**src/pcmq_pkg.sv**
```systemverilog
`default_nettype none

package pcmq_pkg;

  // Fixed-point position of the incoming sample (1.0 = 2^FractionBits).
  localparam int unsigned FractionBits = 23;

  localparam int unsigned SampleW = 32;
  localparam int unsigned DitherW = 8;
  localparam int unsigned CodeW   = 24;
  localparam int unsigned ValueW  = 25;   // signed clamped value, one bit of headroom
  localparam int unsigned MaxScaleBits = 23;
  localparam int unsigned MagW    = SampleW + MaxScaleBits;
  localparam int unsigned QuotW   = MagW - FractionBits;

  localparam int unsigned CfgIdxW  = 8;
  localparam int unsigned CfgDataW = 8;

  // Register indexes of the configuration port.
  localparam logic [CfgIdxW-1:0] RegSampleFormat = 8'd0;
  localparam logic [CfgIdxW-1:0] RegDitherOn     = 8'd1;
  localparam logic [CfgIdxW-1:0] RegOffsetBinary = 8'd2;
  localparam logic [CfgIdxW-1:0] RegBigEndianOut = 8'd3;

  // Sample format codes.
  localparam logic [1:0] Fmt8  = 2'd0;
  localparam logic [1:0] Fmt16 = 2'd1;
  localparam logic [1:0] Fmt24 = 2'd2;

  // Dither threshold: dither is subtracted only above this value.
  localparam logic signed [ValueW-1:0] DitherThr8  = -25'sh7f00;
  localparam logic signed [ValueW-1:0] DitherThr16 = -25'sh7fff00;

  localparam logic [CodeW-1:0] SignFlip8  = 24'h80;
  localparam logic [CodeW-1:0] SignFlip16 = 24'h8000;

  typedef enum logic [1:0] {
    SCALE_7,
    SCALE_15,
    SCALE_23
  } scale_e;

  typedef struct packed {
    logic [1:0] sample_format;
    logic       dither_on;
    logic       offset_binary;
    logic       big_endian_out;
  } cfg_t;

  typedef struct packed {
    logic signed [ValueW-1:0] value;
    logic                     clip;
  } scale_res_t;

  // Picks the multiplier 2^n - 1 that the current mode needs.
  function automatic scale_e scale_select(input cfg_t cfg);
    scale_e sel;
    sel = SCALE_23;
    if (cfg.sample_format == Fmt8) begin
      sel = cfg.dither_on ? SCALE_15 : SCALE_7;
    end else if (cfg.sample_format == Fmt16) begin
      sel = cfg.dither_on ? SCALE_23 : SCALE_15;
    end
    return sel;
  endfunction

endpackage

`default_nettype wire

```
**src/pcm_sample_quantizer_top.sv**
```systemverilog
// PCM sample quantizer.
// Samples arrive on the slave stream: tdata carries the signed fixed-point
// sample in bits 31:0 and the dither amount in bits 39:32. Each request
// yields exactly one code word on the master stream, with the code in
// tdata bits 23:0 and the saturation flag in tuser bit 0.
// The configuration channel writes one register per request (index 0 is
// the sample format, 1 dither enable, 2 offset binary, 3 byte swap); it is
// always ready and should only be written while no samples are in flight.
// An accepted sample passes through one input register, then the scale,
// clamp, dither and packing logic, then the output register, before its
// code word is valid. Throughput is one sample per clock while the
// receiver does not stall, bounded by that single register-to-register pass.
// At reset both pipeline stages empty and the registers return to 16-bit,
// no dither, two's complement, little-endian.
// When the receiver stalls, the output register holds its word and the
// input register can still take one more sample; only when both are full
// does the slave tready drop.
`default_nettype none

module pcm_sample_quantizer_top (
  input  wire logic        clk_i,
  input  wire logic        rst_ni,
  // Slave stream. tdata: sample_in [31:0], dither_amt [39:32].
  input  wire logic        s_axis_tvalid_i,
  output logic             s_axis_tready_o,
  input  wire logic [39:0] s_axis_tdata_i,
  // Master stream. tdata: code_word [23:0]. tuser: clipped [0].
  output logic             m_axis_tvalid_o,
  input  wire logic        m_axis_tready_i,
  output logic [23:0]      m_axis_tdata_o,
  output logic [0:0]       m_axis_tuser_o,
  // Configuration write channel.
  input  wire logic                            cfg_valid_i,
  output logic                                 cfg_ready_o,
  input  wire logic [pcmq_pkg::CfgIdxW-1:0]    cfg_index_i,
  input  wire logic [pcmq_pkg::CfgDataW-1:0]   cfg_data_i
);

  pcmq_pkg::cfg_t cfg_q, cfg_d;

  logic                                   in_valid_q, in_valid_d;
  logic signed [pcmq_pkg::SampleW-1:0]    in_sample_q, in_sample_d;
  logic [pcmq_pkg::DitherW-1:0]           in_dither_q, in_dither_d;
  logic                                   out_valid_q, out_valid_d;
  logic [pcmq_pkg::CodeW-1:0]             out_code_q, out_code_d;
  logic                                   out_clip_q, out_clip_d;

  logic                 s_accept;
  logic                 out_free;
  pcmq_pkg::scale_res_t scale_res;
  logic [pcmq_pkg::CodeW-1:0] code;
  logic                 clip;

  assign cfg_ready_o = 1'b1;

  always_comb begin
    cfg_d = cfg_q;
    if (cfg_valid_i) begin
      unique case (cfg_index_i)
        pcmq_pkg::RegSampleFormat: cfg_d.sample_format  = cfg_data_i[1:0];
        pcmq_pkg::RegDitherOn:     cfg_d.dither_on      = cfg_data_i[0];
        pcmq_pkg::RegOffsetBinary: cfg_d.offset_binary  = cfg_data_i[0];
        pcmq_pkg::RegBigEndianOut: cfg_d.big_endian_out = cfg_data_i[0];
        default: cfg_d = cfg_q;
      endcase
    end
  end

  // The output register frees up when empty or when its word is taken.
  assign out_free        = !out_valid_q || m_axis_tready_i;
  assign s_axis_tready_o = !in_valid_q || out_free;
  assign s_accept        = s_axis_tvalid_i && s_axis_tready_o;

  always_comb begin
    in_valid_d  = in_valid_q;
    in_sample_d = in_sample_q;
    in_dither_d = in_dither_q;
    if (out_free) in_valid_d = 1'b0;
    if (s_accept) begin
      in_valid_d  = 1'b1;
      in_sample_d = signed'(s_axis_tdata_i[31:0]);
      in_dither_d = s_axis_tdata_i[39:32];
    end
  end

  pcmq_scale u_scale (
    .sample_i    (in_sample_q),
    .scale_sel_i (pcmq_pkg::scale_select(cfg_q)),
    .res_o       (scale_res)
  );

  pcmq_format u_format (
    .cfg_i    (cfg_q),
    .res_i    (scale_res),
    .dither_i (in_dither_q),
    .code_o   (code),
    .clip_o   (clip)
  );

  always_comb begin
    out_valid_d = out_valid_q;
    out_code_d  = out_code_q;
    out_clip_d  = out_clip_q;
    if (out_free) begin
      out_valid_d = in_valid_q;
      out_code_d  = code;
      out_clip_d  = clip;
    end
  end

  always_ff @(posedge clk_i or negedge rst_ni) begin
    if (!rst_ni) begin
      cfg_q.sample_format  <= pcmq_pkg::Fmt16;
      cfg_q.dither_on      <= 1'b0;
      cfg_q.offset_binary  <= 1'b0;
      cfg_q.big_endian_out <= 1'b0;
      in_valid_q           <= 1'b0;
      out_valid_q          <= 1'b0;
    end else begin
      cfg_q       <= cfg_d;
      in_valid_q  <= in_valid_d;
      out_valid_q <= out_valid_d;
    end
  end

  always_ff @(posedge clk_i) begin
    in_sample_q <= in_sample_d;
    in_dither_q <= in_dither_d;
    out_code_q  <= out_code_d;
    out_clip_q  <= out_clip_d;
  end

  assign m_axis_tvalid_o   = out_valid_q;
  assign m_axis_tdata_o    = out_code_q;
  assign m_axis_tuser_o[0] = out_clip_q;

  // Both stages full and the receiver stalling: no new sample may enter.
  a_full_blocks: assert property (@(posedge clk_i) disable iff (!rst_ni)
    in_valid_q && out_valid_q && !m_axis_tready_i |-> !s_axis_tready_o)
    else $error("input accepted while both stages are full");

  // A staged sample moves into a free output register on the next edge.
  a_advance: assert property (@(posedge clk_i) disable iff (!rst_ni)
    in_valid_q && out_free |=> m_axis_tvalid_o)
    else $error("staged sample was lost");

  // An empty pipeline always takes a new sample.
  a_empty_ready: assert property (@(posedge clk_i) disable iff (!rst_ni)
    !in_valid_q && !out_valid_q |-> s_axis_tready_o)
    else $error("empty pipeline refuses input");

endmodule

`default_nettype wire

```
**src/pcmq_scale.sv**
```systemverilog
`default_nettype none

module pcmq_scale (
  input  wire logic signed [pcmq_pkg::SampleW-1:0] sample_i,
  input  wire pcmq_pkg::scale_e                    scale_sel_i,
  output pcmq_pkg::scale_res_t                     res_o
);

  localparam int unsigned MagW   = pcmq_pkg::MagW;
  localparam int unsigned ValueW = pcmq_pkg::ValueW;
  localparam int unsigned FB     = pcmq_pkg::FractionBits;

  logic                              neg;
  logic [pcmq_pkg::SampleW-1:0]      ms;
  logic [MagW-1:0]                   ms_w;
  logic [MagW-1:0]                   shifted;
  logic [MagW-1:0]                   mag;
  logic [MagW-1:0]                   hi;
  logic [MagW-1:0]                   lim;
  logic [pcmq_pkg::QuotW-1:0]        quot;
  logic signed [ValueW-1:0]          qv;
  logic signed [ValueW-1:0]          hi_v;

  always_comb begin
    neg  = sample_i[pcmq_pkg::SampleW-1];
    ms   = neg ? (pcmq_pkg::SampleW'(0) - unsigned'(sample_i)) : unsigned'(sample_i);
    ms_w = MagW'(ms);
    // Multiply by 2^n - 1 as a shift and one subtract.
    unique case (scale_sel_i)
      pcmq_pkg::SCALE_7: begin
        shifted = ms_w << 7;
        hi      = MagW'(24'h7f);
      end
      pcmq_pkg::SCALE_15: begin
        shifted = ms_w << 15;
        hi      = MagW'(24'h7fff);
      end
      default: begin
        shifted = ms_w << 23;
        hi      = MagW'(24'h7fffff);
      end
    endcase
    mag  = shifted - ms_w;
    // The negative limit is one step larger in magnitude.
    lim  = neg ? ((hi + MagW'(1)) << FB) : (hi << FB);
    quot = mag[MagW-1:FB];
    qv   = signed'({1'b0, quot[ValueW-2:0]});
    hi_v = signed'(hi[ValueW-1:0]);
    res_o.clip = mag > lim;
    if (res_o.clip) begin
      res_o.value = neg ? (-hi_v - ValueW'(1)) : hi_v;
    end else begin
      res_o.value = neg ? -qv : qv;
    end
  end

endmodule

`default_nettype wire

```
**src/pcmq_format.sv**
```systemverilog
`default_nettype none

module pcmq_format (
  input  wire pcmq_pkg::cfg_t                      cfg_i,
  input  wire pcmq_pkg::scale_res_t                res_i,
  input  wire logic [pcmq_pkg::DitherW-1:0]        dither_i,
  output logic [pcmq_pkg::CodeW-1:0]               code_o,
  output logic                                     clip_o
);

  localparam int unsigned ValueW = pcmq_pkg::ValueW;

  logic                     dither_en;
  logic signed [ValueW-1:0] thr;
  logic signed [ValueW-1:0] vd;
  logic signed [ValueW-1:0] vt;
  logic signed [ValueW-1:0] w;
  logic [pcmq_pkg::CodeW-1:0] raw;

  always_comb begin
    dither_en = cfg_i.dither_on &&
                (cfg_i.sample_format == pcmq_pkg::Fmt8 ||
                 cfg_i.sample_format == pcmq_pkg::Fmt16);
    thr = (cfg_i.sample_format == pcmq_pkg::Fmt8) ? pcmq_pkg::DitherThr8
                                                  : pcmq_pkg::DitherThr16;
    vd = res_i.value;
    if (res_i.value > thr) begin
      vd = res_i.value - signed'({{(ValueW - pcmq_pkg::DitherW){1'b0}}, dither_i});
    end
    // Divide by 256 toward zero: bias negative values before the shift.
    vt = (vd + (vd[ValueW-1] ? ValueW'(255) : ValueW'(0))) >>> 8;
    w  = dither_en ? vt : res_i.value;
    raw = w[pcmq_pkg::CodeW-1:0];

    code_o = '0;
    clip_o = res_i.clip;
    unique case (cfg_i.sample_format)
      pcmq_pkg::Fmt8: begin
        code_o = {16'h0, raw[7:0]};
        if (cfg_i.offset_binary) code_o = code_o ^ pcmq_pkg::SignFlip8;
      end
      pcmq_pkg::Fmt16: begin
        code_o = {8'h0, raw[15:0]};
        if (cfg_i.offset_binary) code_o = code_o ^ pcmq_pkg::SignFlip16;
        if (cfg_i.big_endian_out) code_o = {8'h0, code_o[7:0], code_o[15:8]};
      end
      pcmq_pkg::Fmt24: begin
        code_o = raw;
        if (cfg_i.big_endian_out) code_o = {raw[7:0], raw[15:8], raw[23:16]};
      end
      default: begin
        code_o = '0;
        clip_o = 1'b0;
      end
    endcase
  end

endmodule

`default_nettype wire
```
**config.mk**
```make
export PLATFORM = sky130hd
export DESIGN_NAME = pcm_sample_quantizer_top
export DESIGN_NICKNAME = d
export VERILOG_FILES = /design/src/pcmq_pkg.sv /design/src/pcm_sample_quantizer_top.sv /design/src/pcmq_scale.sv /design/src/pcmq_format.sv
export SDC_FILE = /design/constraint.sdc
export NUM_CORES = 1
export LEC_CHECK = 0
export ABC_AREA = 1
export BUFFER_PORTS_ARGS = -buffer_cell sky130_fd_sc_hd__buf_2
export CAP_MARGIN = 20
export CORE_ASPECT_RATIO = 0.75
export CORE_MARGIN = 8
export CORE_UTILIZATION = 60
export CTS_CLUSTER_SIZE = 28
export DETAILED_ROUTE_END_ITERATION = 10
export PLACE_DENSITY = 0.8
export SETUP_SLACK_MARGIN = 0.5
export SYNTH_ARGS = -nofsm -noshare
export SYNTH_HDL_FRONTEND = slang
export SYNTH_SLANG_ARGS = --single-unit
```
**constraint.sdc**
```tcl
create_clock -name clk_i -period 11.4 [get_ports clk_i]
set_input_delay 1.14 -clock clk_i [delete_from_list [all_inputs] [get_ports clk_i]]
set_output_delay 1.14 -clock clk_i [all_outputs]
set_load 0.005 [all_outputs]
```
==> impl_metrics.ini, run 1 <==
[final_layout]
final_area_sq_um = 13300
nNetsFinal = 2270
layout-drive-gt1-share = 0.161
area_growth_pct = 14.2
n_antenna_cell = 0
post-route-util = 0.694
stdcell_count = 2390

[floorplanning]
die_area_sq_um = 24200
io_pins = 89
start_util = 0.608
die-width_um = 177
core_area_sq_um = 19200
rows = 44
die_h_um = 137

[worst_setup_path]
required_ps = 11570
reg2reg_to = m_axis_tdata_o[13]
timing.rr.start = in_sample_q[0]
worst_setup_path_end_kind = flip-flop
path_max_fanout = 7
startpoint_type = flip-flop
crit_slowest_cell = edfxtp_1
startpoint = in_sample_q[0]
reg2reg_depth = 64
cpPeakStageDelay_ps = 460
critPathCapture = m_axis_tdata_o[13]
reg2reg_slack_ps = 750
crit_top_cell = nand2_1
critical_path_class = reg -> reg
cp_data_arrival_time_ps = 10820

[power_and_ir_drop]
powerDensity_nw_per_um2 = 103
total_power_mw = 1.37
p_leak_nw = 6.89
max-vdd-ir-drop_v = 0.0000794

[routing]
wire_per_inst_um = 18.4
vias_per_cell = 6.09
vias = 14600
first_pass_iters = 9
drtIter0Drc = 2621
ant_nets = 0
drt_wl_total_um = 44000
drcViolationCount = 0

[sta]
fmax_mhz = 93.9
fin_crit_sh = 0.934
rsz0062_at_grt = false
whs_ps = 480
fin_skew_ps = 21.7
finalHoldViolations = 0
setup_viol = 0
fin_crit_ps = 10650
tns_ps = 0
tightestPinTransition_ps = 1100
setup_ws_ps = 755
relSlewSlack = 0.263
finalMaxSlewViolations = 0

[yosys]
synthTopCellsByArea = nand2_1 (21%), edfxtp_1 (17%), nand3_1 (9.5%), inv_1 (8.2%), ha_1 (8.1%)
syn_avg_cell_area_sq_um = 5.84
synth_ff_type = edfxtp_1
ys_async_sr_fraction = 0.0972
synth_edf_count = 65
synthTopCellsByCount = nand2_1 (640), inv_1 (256), nor2_1 (242)
yosysWarnings = 0
synth_seq_cells = 72
yosysUniqueCellTypes = 57
synth_top_area_share = 0.206
synth_most_common_cell = nand2_1
yosysTopAreaCell = nand2_1
ys_seq_area_frac = 0.182
synth_area_sq_um = 11700
synthCells = 2001
synth_nets = 2139

[placement]
dp_cells = 2354
post-place-ws_ps = 810
placed_cell_area_sq_um = 12600
gp_congestion = 1.05
dp.final_hpwl_um = 34400
portBuffers = 81

[clock_tree]
clk_latency_ps = 370
clk_pin_slew_ps = 70
clkSinkCount = 72
cts-root-buf = clkbuf_16
cts_buffer_depth = 2
cts_made_buffers = 9
cts_hold_buf = 0
cts_tree = built
cts.htree.levels = 3

[global_route]
grt_pass1_vias = 12800
grt_max_degree = 50
grt.total_usage = 0.341
grt_overflow = 0
grt_pass1_wl_um = 66000
antenna_found_initial = 1

[outcome]
status = completed

[hold_path]
worstHoldPathType = reg -> reg
hold_path.startpoint = in_valid_q

[flow_run]
cap_violations = 0
worst max-delay path, delay by kind of cell (launching register included):
family / cells / cell delay [ps]
AND/OR/NAND/NOR: 38 / 5050
adder cells (fa/ha/maj): 5 / 1820
AO/OA/AOI/OAI: 11 / 1790
buffers and inverters: 9 / 1170
flip-flops: 1 / 460
XOR/XNOR: 1 / 140
layout by cell type, fill, tap and decap left out, types with 54 or more instances in the layout:
cell	count
a21oi_1	79
nand2_1	634
o21ai_0	54
nor2_1	236
edfxtp_1	65
buf_2	81
nand3_1	221
ha_1	65
buf_4	70
inv_1	253
flip-flops by register name (all words and copies together), names as in the netlist:
| signal | cells |
|---|---|
| m_axis_tdata_o | 24 |
| m_axis_tvalid_o | 1 |
| in_dither_q | 8 |
| m_axis_tuser_o | 1 |
| cfg_q | 5 |
| in_sample_q | 32 |
| in_valid_q | 1 |
worst min-delay path by stage:
stage                      endpoint  slack, ps  cells past startpoint
floorplan           m_axis_tvalid_o        440                      2
global placement    m_axis_tvalid_o        450                      2
detailed placement  m_axis_tvalid_o        480                      2
CTS                 m_axis_tvalid_o        490                      2
global route        m_axis_tvalid_o        540                      2
finish              m_axis_tvalid_o        480                      2
logic make-up (layout without fill, tap and decap cells):
group                      Yosys count  after routing  share of synthesized area
other                                1              1                   0.000321
and+or+nand+nor                   1266           1267                      0.482
xor gates and xnor gates            37             37                     0.0284
AOI/OAI and AO/OA                  225            225                      0.112
buffers and inverters              323            458                      0.112
adders and majority gates           77             77                     0.0831
DFF                                 72             72                      0.182
cell type report:
type                       count  area [sq um]
sequential                    72          2130
timing repair buffer         155          1000
clock buffer                   9           225
fill                        1726          5870
timing repair inverter         1          7.51
inverter                     286          1090
clock inverter                 7          80.1
multi-input combinational   1607          8500
tap                          253           317
where the power goes:
part,switching (mW),total (mW),internal [mW]
clock network,0.144,0.317,0.173
logic,0.486,0.723,0.237
registers,0.0158,0.331,0.315
total,0.646,1.37,0.725
what timing repair did:
action	in CTS	in global routing
buffers inserted	0	18
setup endpoints to repair	0	24
hold endpoints to repair	0	0
gates resized for setup	0	63
layer usage:
layer  up-vias  wire length, um  GRT usage
met2      1146            16700      0.468
li1       6775                -          -
met5         -               14          0
met3       184             7090      0.107
met1      6460            19000      0.504
met4         2             1210     0.0792
Note: power is estimated with default switching activity, not from simulation.
==> inputs of run 2 (changes only) <==
ABC_AREA = 0   (was 1)
clock period = 13.6 ns   (was 11.4 ns; I/O delays follow)
==> run 2 against run 1 <==
  * Clock power down 17%
  * Hold slack got worse by 13 ps
  * Register-to-register slack improved by 310 ps
  * Clock skew decreased by 12 ps
  * Flip-flop and latch count is the same
  * Critical endpoint is now m_axis_tdata_o[15]
==> impl_metrics.ini, run 2 <==
[sta]
rsz0062_at_grt = false
tightestPinTransition_ps = 1060
relSlewSlack = 0.290
fin_crit_ps = 12540
finalHoldViolations = 0
finalMaxSlewViolations = 0
tns_ps = 0
setup_ws_ps = 1060
fin_crit_sh = 0.922
setup_viol = 0
whs_ps = 467
fin_skew_ps = 9.55
fmax_mhz = 79.8

[routing]
vias = 12800
drtIter0Drc = 2023
wire_per_inst_um = 23.1
first_pass_iters = 8
drcViolationCount = 0
drt_wl_total_um = 42100
vias_per_cell = 7.04
ant_nets = 0

[global_route]
grt_max_degree = 48
grt_pass1_wl_um = 63500
grt_overflow = 0
antenna_found_initial = 0
grt_pass1_vias = 11300
grt.total_usage = 0.343

[worst_setup_path]
cpPeakStageDelay_ps = 600
startpoint_type = flip-flop
reg2reg_slack_ps = 1060
worst_setup_path_end_kind = flip-flop
timing.rr.start = in_sample_q[16]
crit_slowest_cell = or4_4
cp_data_arrival_time_ps = 12630
required_ps = 13700
critical_path_class = reg -> reg
path_max_fanout = 18
crit_top_cell = a21oi_1
startpoint = in_sample_q[16]

[power_and_ir_drop]
p_leak_nw = 5.30
max-vdd-ir-drop_v = 0.0000949
total_power_mw = 1.26
powerDensity_nw_per_um2 = 97.3

[clock_tree]
cts.htree.levels = 3
cts-root-buf = clkbuf_16
cts_buffer_depth = 2
clkSinkCount = 72
clk_pin_slew_ps = 60
cts_made_buffers = 9
cts_hold_buf = 0
clk_latency_ps = 350
cts_tree = built

[yosys]
synth_top_area_share = 0.176
synth_seq_cells = 72
synth_ff_type = edfxtp_1
synthTopCellsByArea = edfxtp_1 (18%), ha_1 (8.6%), a21oi_1 (4.5%), xnor2_1 (4.3%), nor2_1 (4.0%)
yosysWarnings = 0
ys_seq_area_frac = 0.192
yosysUniqueCellTypes = 104
syn_avg_cell_area_sq_um = 7.76
ys_async_sr_fraction = 0.0972
synth_edf_count = 65
synth_most_common_cell = nor2_1
synthTopCellsByCount = nor2_1 (117), nand2_1 (116), a21oi_1 (100)
yosysTopAreaCell = edfxtp_1
synth_area_sq_um = 11100
synthCells = 1431
synth_nets = 1569

[final_layout]
regMostFlops = in_sample_q
post-route-util = 0.708
largest_reg_flops = 32
n_antenna_cell = 0
fill_cells = 1508
layout-drive-gt1-share = 0.201
nNetsFinal = 1703
final_common_cell = buf_4
layout_common_cells = buf_4 (120), nand2_1 (116), nor2_1 (115), a21oi_1 (96), buf_2 (81)
area_growth_pct = 16.6

[outcome]
status = completed

[hold_path]
hold_path.startpoint = in_valid_q
worstHoldPathType = reg -> reg

[floorplanning]
io_pins = 89
rows = 43
die_h_um = 134
start_util = 0.607
die_area_sq_um = 23200
core_area_sq_um = 18300
die-width_um = 173

[placement]
dp.final_hpwl_um = 33400
post-place-ws_ps = 658
gp_congestion = 1.07
portBuffers = 81

[flow_run]
cap_violations = 0
==> run 2: cell types whose count changed after synthesis, moves of 36 or more <==
cell      delta
nor3_1      +40
nand2_1    -524
xnor2_1     +46
nor2_1     -125
inv_1      -203
nand2_2     -36
nand3_1    -186
clkbuf_1    +51
==> run 2: layer usage <==
layer,GRT usage,wire length [um],vias up
li1,-,-,5798
met1,0.485,18100,5943
met2,0.450,15900,950
met3,0.175,7250,105
met4,0.0612,610,4
met5,0.0568,169,-
==> run 2: worst max-delay path, delay by kind of cell, from the launching register on <==
| family | cells | cell delay [ps] |
|---|---|---|
| buf+inv | 5 | 770 |
| xor+xnor | 2 | 290 |
| compound gates | 25 | 4280 |
| mux | 2 | 510 |
| flops | 1 | 540 |
| simple gates | 20 | 4580 |
| fa+ha+maj | 4 | 1280 |
==> run 2: worst paths after layout <==
check	to	cells past startpoint
worst min-delay path	m_axis_tvalid_o	1
worst min register to register	m_axis_tvalid_o	1
min in group asynchronous	m_axis_tvalid_o	1
max in group asynchronous	cfg_q[3]	1
worst max register to register	m_axis_tdata_o[15]	58
worst max-delay path	m_axis_tdata_o[15]	58
==> run 2: cell type report <==
class                   instances  area (sq um)  share of cell area
clock inverters                 7          95.1             0.00734
repair buffers                201          1310               0.101
multi-input cells            1227          8690               0.671
flip-flops and latches         72          2130               0.164
clock buffers                   9           225              0.0174
inverters                      54           203              0.0156
well taps                     247           309              0.0239
==> run 2: cells by family after synthesis <==
family / Yosys count / share of synthesized area
AO/OA/AOI/OAI: 467 / 0.295
AND/OR/NAND/NOR: 557 / 0.269
other: 1 / 0.000338
XOR/XNOR: 87 / 0.0699
buffers and inverters: 132 / 0.0476
flip-flops: 72 / 0.192
adder cells (fa/ha/maj): 77 / 0.0874
multiplexers: 38 / 0.0387
==> run 2: where the power goes <==
part / leakage [nW] / switching (mW) / internal (mW)
Clock: 0.156 / 0.102 / 0.161
Combinational: 4.41 / 0.446 / 0.271
Sequential: 0.733 / 0.0165 / 0.263
==> run 2: metrics by stage <==
step                      cells  instance area, sq um
after detailed placement   1786                 12300
after floorplan            1431                 11100
after global routing       1817                 13000
final                      1817                 13000
after CTS                  1802                 12600
after global placement     1786                 12300
==> run 2: what timing repair did <==
item	CTS	global route
gates resized for setup	0	43
endpoints found under the setup margin	0	18
setup buffers	0	15
hold endpoints to repair	0	0
